`src/rtl/core/acc_cpu_pkg.sv`:
```
// package: shared constants and types for the accumulator cpu core
`default_nettype none
package acc_cpu_pkg;
  localparam int unsigned MemWords = 1024;
  localparam int unsigned MemAw = $clog2(MemWords);

  localparam logic [1:0] ActWrite = 2'd0;
  localparam logic [1:0] ActRead  = 2'd1;
  localparam logic [1:0] ActExec  = 2'd2;

  localparam logic [1:0] StOk     = 2'd0;
  localparam logic [1:0] StHalted = 2'd1;
  localparam logic [1:0] StBranch = 2'd2;
  localparam logic [1:0] StDivZero = 2'd3;

  localparam logic [1:0] ModeDirect = 2'd0;
  localparam logic [1:0] ModeImm    = 2'd1;
  localparam logic [1:0] ModeIndex  = 2'd2;
  localparam logic [1:0] ModeInd    = 2'd3;

  localparam logic [3:0] OpHalt  = 4'd0;
  localparam logic [3:0] OpLoad  = 4'd1;
  localparam logic [3:0] OpStore = 4'd2;
  localparam logic [3:0] OpCall  = 4'd3;
  localparam logic [3:0] OpBr    = 4'd4;
  localparam logic [3:0] OpBreq  = 4'd5;
  localparam logic [3:0] OpBrge  = 4'd6;
  localparam logic [3:0] OpBrlt  = 4'd7;
  localparam logic [3:0] OpAdd   = 4'd8;
  localparam logic [3:0] OpSub   = 4'd9;
  localparam logic [3:0] OpMul   = 4'd10;
  localparam logic [3:0] OpDiv   = 4'd11;

  // memory address source
  typedef enum logic [2:0] {
    ASelIn  = 3'b001,
    ASelPc  = 3'b010,
    ASelEa  = 3'b100
  } asel_e;

  typedef struct packed {
    logic  take_item;   // latch input item
    logic  mem_re;
    logic  mem_we;
    asel_e asel;
    logic  wsel_acc;    // write data: acc, pc + 1, else input data
    logic  wsel_pc;
    logic  load_ir;
    logic  load_ptr;    // ea from pointer word
    logic  load_opnd;
    logic  exec;        // apply instruction result
    logic  div_start;
    logic  rd_capture;
    logic  out_load;
  } cmd_t;

  typedef struct packed {
    logic [1:0] action;
    logic       halted;
    logic [3:0] opcode;
    logic [1:0] mode;
    logic       div_busy;
  } stat_t;
endpackage
`default_nettype wire

```
`src/rtl/core/acc_cpu_ctrl.sv`:
```
// controller: sequences memory actions and instruction execution
`default_nettype none
module acc_cpu_ctrl (
  input  wire logic               clk_i,
  input  wire logic               rst_ni,
  input  wire logic               s_tvalid_i,
  output logic                    s_tready_o,
  output logic                    m_tvalid_o,
  input  wire logic               m_tready_i,
  input  wire acc_cpu_pkg::stat_t stat_i,
  output acc_cpu_pkg::cmd_t       cmd_o
);
  typedef enum logic [10:0] {
    SIdle   = 11'b00000000001,
    SDecode = 11'b00000000010,
    SRdWait = 11'b00000000100,
    SFetch  = 11'b00000001000,
    SIr     = 11'b00000010000,
    SPtr    = 11'b00000100000,
    SOpRd   = 11'b00001000000,
    SOpnd   = 11'b00010000000,
    SArith  = 11'b00100000000,
    SDiv    = 11'b01000000000,
    SExec   = 11'b10000000000
  } state_e;

  state_e state_q, state_d;
  logic   out_v_q, out_v_d, finish;
  logic   can_take;

  assign can_take   = !out_v_q || m_tready_i;
  assign s_tready_o = (state_q == SIdle);
  assign m_tvalid_o = out_v_q;

  always_comb begin
    cmd_o = '0;
    cmd_o.asel = acc_cpu_pkg::ASelEa;
    state_d = state_q;
    finish = 1'b0;
    unique case (state_q)
      SIdle: begin
        if (s_tvalid_i && s_tready_o) begin
          cmd_o.take_item = 1'b1;
          state_d = SDecode;
        end
      end
      SDecode: begin
        cmd_o.asel = acc_cpu_pkg::ASelIn;
        if (stat_i.action == acc_cpu_pkg::ActWrite) begin
          cmd_o.mem_we = 1'b1;
          finish = 1'b1;
        end else if (stat_i.action == acc_cpu_pkg::ActRead) begin
          cmd_o.mem_re = 1'b1;
          state_d = SRdWait;
        end else if (stat_i.action == acc_cpu_pkg::ActExec && !stat_i.halted) begin
          state_d = SFetch;
        end else begin
          finish = 1'b1;
        end
      end
      SRdWait: begin
        cmd_o.rd_capture = 1'b1;
        state_d = SExec;
      end
      SFetch: begin
        cmd_o.asel = acc_cpu_pkg::ASelPc;
        cmd_o.mem_re = 1'b1;
        state_d = SIr;
      end
      SIr: begin
        cmd_o.load_ir = 1'b1;
        state_d = SPtr;
      end
      SPtr: begin
        if (stat_i.mode == acc_cpu_pkg::ModeInd) begin
          cmd_o.mem_re = 1'b1;
          state_d = SOpRd;
        end else begin
          state_d = SOpnd;
        end
      end
      SOpRd: begin
        cmd_o.load_ptr = 1'b1;
        state_d = SOpnd;
      end
      SOpnd: begin
        cmd_o.mem_re = 1'b1;
        if (stat_i.opcode == acc_cpu_pkg::OpStore) begin
          cmd_o.mem_re = 1'b0;
          cmd_o.mem_we = 1'b1;
          cmd_o.wsel_acc = 1'b1;
        end else if (stat_i.opcode == acc_cpu_pkg::OpCall) begin
          cmd_o.mem_re = 1'b0;
          cmd_o.mem_we = 1'b1;
          cmd_o.wsel_pc = 1'b1;
        end
        state_d = SArith;
      end
      SArith: begin
        cmd_o.load_opnd = 1'b1;
        state_d = SDiv;
      end
      SDiv: begin
        if (stat_i.opcode == acc_cpu_pkg::OpDiv) begin
          cmd_o.div_start = 1'b1;
        end
        state_d = SExec;
      end
      SExec: begin
        if (!stat_i.div_busy && can_take) begin
          finish = 1'b1;
          cmd_o.exec = (stat_i.action == acc_cpu_pkg::ActExec);
        end
      end
      default: state_d = SIdle;
    endcase
    if (finish && can_take) begin
      cmd_o.out_load = 1'b1;
      state_d = SIdle;
    end else if (finish) begin
      cmd_o.mem_we = 1'b0;
      cmd_o.mem_re = 1'b0;
    end
    out_v_d = out_v_q;
    if (m_tready_i) out_v_d = 1'b0;
    if (cmd_o.out_load) out_v_d = 1'b1;
  end

  always_ff @(posedge clk_i or negedge rst_ni) begin
    if (!rst_ni) begin
      state_q <= SIdle;
      out_v_q <= 1'b0;
    end else begin
      state_q <= state_d;
      out_v_q <= out_v_d;
    end
  end
endmodule
`default_nettype wire

```
`config.mk`:
```
export PLATFORM = sky130hd
export DESIGN_NAME = acc_cpu_ctrl
export DESIGN_NICKNAME = d
export VERILOG_FILES = /design/src/rtl/core/acc_cpu_pkg.sv /design/src/rtl/core/acc_cpu_ctrl.sv
export SDC_FILE = /design/constraint.sdc
export NUM_CORES = 1
export LEC_CHECK = 0
export ABC_AREA = 1
export BUFFER_PORTS_ARGS = -buffer_cell sky130_fd_sc_hd__buf_2
export CAP_MARGIN = 20
export CORE_MARGIN = 10
export CORE_UTILIZATION = 50
export DETAILED_ROUTE_END_ITERATION = 16
export GPL_TIMING_DRIVEN = 1
export PLACE_DENSITY_LB_ADDON = 0.12
export SKIP_CTS_REPAIR_TIMING = 1
export SLEW_MARGIN = 5
export SYNTH_ARGS = -nofsm -noshare
export SYNTH_HDL_FRONTEND = slang
export SYNTH_SLANG_ARGS = --single-unit
export TNS_END_PERCENT = 1
```
`constraint.sdc`:
```
create_clock -name clk_i -period 4.7 [get_ports clk_i]
set_input_delay 0.94 -clock clk_i [delete_from_list [all_inputs] [get_ports clk_i]]
set_output_delay 0.94 -clock clk_i [all_outputs]
set_load 0.02 [all_outputs]
```
==> summary.txt, run 1 <==
Status
  • Status: finished clean

Placement
  • RD Place Congestion: roughly 0.83
  • Dpl hpwl: 1920 um
  • PortBufs: 30

Final layout
  • Layout Nets: ~190
  • Layout area overhead: 22.3%
  • ANT cells: 0
  • Share of cells above drive strength 1: around a quarter
  • Final core utilization: between 60 and 70%
  • Most frequent cells in the layout: nand2_1, inv_1, buf_2, nor2_1, dfrtp_1
  • Most common cell after layout, fill and taps aside: nand2_1

Critical path
  • Arrival time worst endpoint: between 1500 and 2000 ps
  • Critical path required time: 3760 ps
  • FF-to-FF path depth: 8
  • Worst Path Max Fanout: 7
  • RR Startpoint: state_q[4]
  • Worst R2R End: state_q[1]
  • Critical path class: reg2out
  • Critical Path Source Type: flip-flop
  • Worst setup EP type: output pin
  • Reg2reg setup slack: around 3200 ps

Logic synthesis
  • Post-synth cell types: 20
  • Post-Syn Area: approximately 900 um^2
  • Cell accounting for the most synthesized area: dfrtp_1
  • Syn Inst Count: around 150
  • Avg Synthesized Cell Area: roughly 6 um^2
  • Top cells by area, synth: dfrtp_1, nand2_1, inv_1
  • Syn. warnings: 0
  • Sequential area share after synthesis: between 30% and 40%
  • Yosys top cell area share: around 31%
  • Mapped Nets: 160
  • Seq cells post-synth: 12

Clock network
  • CTS tree: done
  • Clock-pin slew on the worst setup and hold paths: 80 ps
  • Clock Sinks: 12
  • Clock latency on the worst-skew pair: ~280 ps
  • Max Root-Sink Buffers: 2
  • H-tree lvl count: 1
  • TritonCTS Buffers: 3
  • Clock tree root driver cell: clkbuf_4

GRT
  • Largest net degree at the start of global routing: 13
  • Initial antenna violation count: 0
  • Gr ovfl total: 0
  • Vias in the first global route: just under 1,000
  • Global-route wire length before repair: just over 4000 um
  • Global router's overall resource usage: roughly 12%

Die
  • Core area: ~1700 um^2
  • Die W: 62.4 um
  • Die height: around 62 um
  • # rows: 15
  • Die area: about 3900 um^2
  • Starting Density: approximately 53%
  • I/O pin count: 31

Route
  • Drt first pass iters: 5
  • Vias per cell: roughly 4.7
  • Wire length per cell: between 10 and 15 um
  • # DRC: 0
  • Via Count: roughly 950
  • Drt initial violations: 28
  • Final ANT Viol Nets: 0
  • Final WL: 2240 um

Hold path
  • Min-Delay Path Class: in2async

Power
  • Leak: approximately 0.75 nW
  • Reg power frac: between 20% and 30%
  • NetSw: approximately 0.22 mW
  • Switch share: 48.0%
  • Comb pwr share: a little over half
  • Pwr Density: roughly 410 nW/um^2
  • Worst VDD drop: around 0.00022 V
  • Clock power frac: about 16%
  • Internal Power: 0.235 mW

Job
  • Max cap viols: 0

STA
  • Total negative setup slack: 0 ps
  • RSZ-0062 raised after global routing: no
  • Final min period: approximately 2700 ps
  • Final Setup Violations: 0
  • Period utilization: between 50 and 60%
  • Rel. slew slack: between 70% and 80%
  • Max frequency: 364 MHz
  • Hold Vio Cnt, Final: 0
  • Worst-Margin Slew: 313 ps
  • Skew final: approximately 6.9 ps
  • Fin. max-slew vios: 0
[cells by family (layout without fill, tap and decap cells)]
logic type             count (synthesis)  count (layout)  synth area share [%]
and+or+nand+nor                       93              93                  47.7
DFF                                   12              12                  33.6
AOI/OAI and AO/OA                      5               5                  3.21
buffers and inverters                 36              69                  15.5
[state kept, by name, indices dropped and copies added, names as in the netlist]
signal and count:
state_q 11, m_tvalid_o 1
[power groups by stage]
stage               Clock [mW]  Sequential, mW  Combinational [mW]
finish                  0.0707           0.134               0.249
global route            0.0747           0.137               0.287
CTS                     0.0721           0.134               0.251
detailed placement           0           0.136               0.250
global placement             0           0.135               0.247
floorplan                    0           0.140               0.181
[Yosys cell counts, drive strengths merged]
master and n:
o21ai 3, nor3 7, o2111ai 1, nor2 26, dfrtp 11, a21oi 1
buf 1, nand3 12, nand4 3, nor4b 1, inv 35, dfstp 1
nand2 43, nand3b 1
[critical path, cell delays in order, from the launching register on]
cell and delay, ps:
dfrtp_1 450, nor2_2 140, nand2_2 80, nor2_4 210, nand2_1 130, nor2_1 130
nand2_1 110, o2111ai_1 80, buf_2 190
[cell type report]
type / count / area [um^2]
multi-input combinational: 98 / 457
inverter: 35 / 131
timing repair buffer: 30 / 150
clock buffer: 4 / 26.3
tap: 25 / 31.3
sequential: 12 / 302
fill: 175 / 611
[per-layer routing]
metal  track usage (%)  up-vias  part of all wire, %
met1              13.7      416                   45
li1                  -      505                    -
met3              3.23        4                  5.4
met5                 0        -                    0
met4              3.35        0                  1.4
met2              21.5       27                   48
[worst max path at each step]
stage | depth (start not counted) | start | slack [ps] | endpoint
floorplan | 2 | stat_i[4] | 2010 | cmd_o[2]
global placement | 8 | stat_i[8] | 2030 | cmd_o[0]
detailed placement | 8 | stat_i[8] | 1990 | cmd_o[0]
CTS | 8 | state_q[9] | 1940 | cmd_o[12]
global route | 8 | state_q[8] | 1760 | cmd_o[12]
finish | 8 | state_q[9] | 1950 | cmd_o[13]
[metrics by stage]
stage / hold WS [ps] / std cells / power, mW / setup slack, ps / instance area (um^2)
6_report: 522 / 204 / 0.453 / 1950 / 1100
5_1_grt: 537 / 204 / 0.498 / 1760 / 1100
4_1_cts: 528 / 204 / 0.457 / 1940 / 1100
3_5_place_dp: 595 / 200 / 0.386 / 1990 / 1070
3_3_place_gp: 594 / 200 / 0.382 / 2030 / 1070
2_1_floorplan: 556 / 146 / 0.321 / 2010 / 897
Power figures use the tool's default switching activity.
==> run 2, diff against run 1 <==
--- a/config.mk
+++ b/config.mk
@@ -5,11 +5,11 @@
 export SDC_FILE = /design/constraint.sdc
 export NUM_CORES = 1
 export LEC_CHECK = 0
-export ABC_AREA = 1
+export ABC_AREA = 0
 export BUFFER_PORTS_ARGS = -buffer_cell sky130_fd_sc_hd__buf_2
 export CAP_MARGIN = 20
 export CORE_MARGIN = 10
-export CORE_UTILIZATION = 50
+export CORE_UTILIZATION = 45
 export DETAILED_ROUTE_END_ITERATION = 16
 export GPL_TIMING_DRIVEN = 1
 export PLACE_DENSITY_LB_ADDON = 0.12
==> constraint.sdc (replaced) <==
create_clock -name clk_i -period 2.2 [get_ports clk_i]
set_input_delay 0.44 -clock clk_i [delete_from_list [all_inputs] [get_ports clk_i]]
set_output_delay 0.44 -clock clk_i [all_outputs]
set_load 0.02 [all_outputs]
==> summary.txt, run 2 <==
Logic synthesis
  • Top-count cell post-synth: dfrtp_1
  • Top cells by count, synth: dfrtp_1, nor4_1, nor3_1, nand2_1, nor2_1
  • Post-synth top flop: dfrtp_1
  • Seq cells post-synth: 12
  • Post-synth cell types: between 40 and 50
  • Avg Synthesized Cell Area: around 8.3 um^2
  • Syn Inst Count: about 120
  • Number of flops mapped to enable cells by yosys: 0
  • Cell accounting for the most synthesized area: dfrtp_1
  • Sequential area share after synthesis: a little under a third
  • Top cells by area, synth: dfrtp_1, nor4_1, nor3_1
  • Post-Syn Area: ~960 um^2
  • Syn. warnings: 0
  • Synth async-reset ratio: 100%
  • Mapped Nets: ~130
  • Yosys top cell area share: 28.7%

STA
  • Rel. slew slack: 68.5%
  • Worst-Margin Slew: approximately 470 ps
  • Final hold slack: about 26 ps
  • Final WS setup: -286 ps
  • Period utilization: 113%
  • Hold Vio Cnt, Final: 0
  • Final min period: about 2500 ps
  • RSZ-0062 raised after global routing: yes
  • Fin. max-slew vios: 0
  • Final Setup Violations: 10
  • Skew final: 3.90 ps
  • Max frequency: 402 MHz

GRT
  • Global router's overall resource usage: 14.1%
  • Global-route wire length before repair: between 4000 and 5000 um
  • Gr ovfl total: 0
  • Vias in the first global route: 1,111
  • Initial antenna violation count: 0
  • Largest net degree at the start of global routing: 13

Placement
  • PortBufs: 30
  • Pre-CTS setup slack: -36.7 ps
  • RD Place Congestion: about 0.9
  • Dpl hpwl: approximately 2300 um

Hold path
  • Min-Delay Path Class: in2async

Die
  • I/O pin count: 31
  • Starting Density: 47.9%
  • Die height: between 60 and 70 um
  • Core area: 2000 um^2
  • # rows: 16
  • Die W: about 66 um
  • Die area: between 4000 and 5000 um^2

Power
  • Clock power frac: about an eighth
  • Pwr Density: 1030 nW/um^2
  • NetSw: ~0.63 mW
  • Switch share: roughly 43%
  • Worst VDD drop: about 0.00072 V
  • Total power: between 1 and 1.5 mW
  • Internal Power: around 0.83 mW
  • Reg power frac: between 20% and 30%
  • Leak: about 0.67 nW
  • Comb pwr share: around 65%

Clock network
  • H-tree lvl count: 1
  • TritonCTS Buffers: 3
  • Clock Sinks: 12
  • CTS tree: done
  • Clock tree root driver cell: clkbuf_4
  • Clock-pin slew on the worst setup and hold paths: roughly 90 ps
  • Max Root-Sink Buffers: 2
  • Clock latency on the worst-skew pair: 280 ps

Route
  • Drt initial violations: 67
  • Final WL: approximately 3200 um
  • Via Count: approximately 1,100
  • # DRC: 0
  • Final ANT Viol Nets: 0
  • Wire length per cell: about 17 um
  • Drt first pass iters: 4
  • Vias per cell: ~5.7

Final layout
  • Max reg flops: 11
  • Most common cell after layout, fill and taps aside: buf_4
  • Register area: between 300 and 400 um^2
  • Final core utilization: 70.6%
  • Share of cells above drive strength 1: roughly 50%
  • Layout Nets: between 150 and 200
  • Multi-input logic area: about 670 um^2
  • Layout area overhead: 47.4%
  • Most frequent cells in the layout: buf_4, buf_2, dfrtp_1, nand2_1, nor3_1
  • ANT cells: 0
  • Fillers: ~160
  • Biggest register: state_q

Critical path
  • Worst Path Max Fanout: 8
  • Arrival time worst endpoint: slightly above 2000 ps
  • Worst R2R End: state_q[0]
  • RR Startpoint: state_q[7]
  • Worst setup EP type: output pin
  • Reg2reg setup slack: 70 ps
  • Critical Path Source Type: flip-flop
  • FF-to-FF path depth: 5
  • Critical path required time: between 1500 and 2000 ps
  • Critical path class: reg2out

Job
  • Max cap viols: 0

Status
  • Status: complete, but fails checks
  • Failing checks: setup timing
-- run 2: changes by cell type after synthesis, sizes merged, moves of 3 or more --
cell,before,now
nand3,12,2
nand2b,0,5
and3,0,3
inv,35,3
nand2,43,7
buf,1,7
clkbuf,0,6
nor3b,0,3
or3,0,4
nor4,0,11
nor2,26,7
xor2,0,3
-- run 2: layer usage --
layer | routed length (um) | global-route usage [%] | share of wire [%] | vias to the layer above
met3 | 214 | 2.88 | 6.8 | 5
met2 | 1530 | 24.5 | 49 | 35
met1 | 1370 | 16.1 | 43 | 514
met4 | 37 | 6.28 | 1.2 | 0
met5 | 0 | 0 | 0 | -
li1 | - | - | - | 512
-- run 2: through the flow --
| stage | setup TNS [ps] | instance area, um^2 | std cells |
|---|---|---|---|
| floorplan | -743 | 977 | 115 |
| CTS | -2720 | 1300 | 187 |
| global route | -3060 | 1410 | 187 |
| global placement | -6.61 | 1260 | 183 |
| detailed placement | -99.7 | 1260 | 183 |
| finish | -1790 | 1410 | 187 |
-- run 2: how the worst max path moves through the flow --
stage / start / endpoint / slack (ps) / cells past startpoint
6_report: state_q[0] / cmd_o[13] / -290 / 5
5_1_grt: state_q[3] / cmd_o[13] / -370 / 5
4_1_cts: state_q[3] / cmd_o[13] / -420 / 5
3_5_place_dp: stat_i[0] / cmd_o[3] / -40 / 6
3_3_place_gp: stat_i[0] / cmd_o[3] / -3 / 6
2_1_floorplan: state_q[5] / cmd_o[12] / -180 / 6
-- run 2: cell type report --
cell class | count | area share [%]
inverters | 3 | 0.797
multi-input cells | 87 | 47.5
repair buffers | 54 | 25.4
well taps | 27 | 2.39
clock buffers | 4 | 2.57
flip-flops and latches | 12 | 21.3
-- run 2: critical path: stages (launching register included) --
cell and delay (ps):
dfstp_2 430, or3_4 390, or3b_4 400, nor4_4 260, or4b_4 180, buf_6 100
-- run 2: power groups by stage --
stage | Clock, mW | Combinational (mW) | Sequential, mW
2_1_floorplan | 0 | 0.546 | 0.297
3_3_place_gp | 0 | 0.810 | 0.315
4_1_cts | 0.185 | 0.829 | 0.314
3_5_place_dp | 0 | 0.822 | 0.317
6_report | 0.189 | 0.935 | 0.327
5_1_grt | 0.200 | 1.01 | 0.333
-- run 2: kinds of logic after synthesis --
kind of cell / Yosys count / share of synthesized area [%]
AO/OA/AOI/OAI: 17 / 12.3
XOR/XNOR: 4 / 3.66
buffers and inverters: 16 / 9.66
flip-flops: 12 / 31.5
multiplexers: 1 / 1.04
AND/OR/NAND/NOR: 65 / 41.9
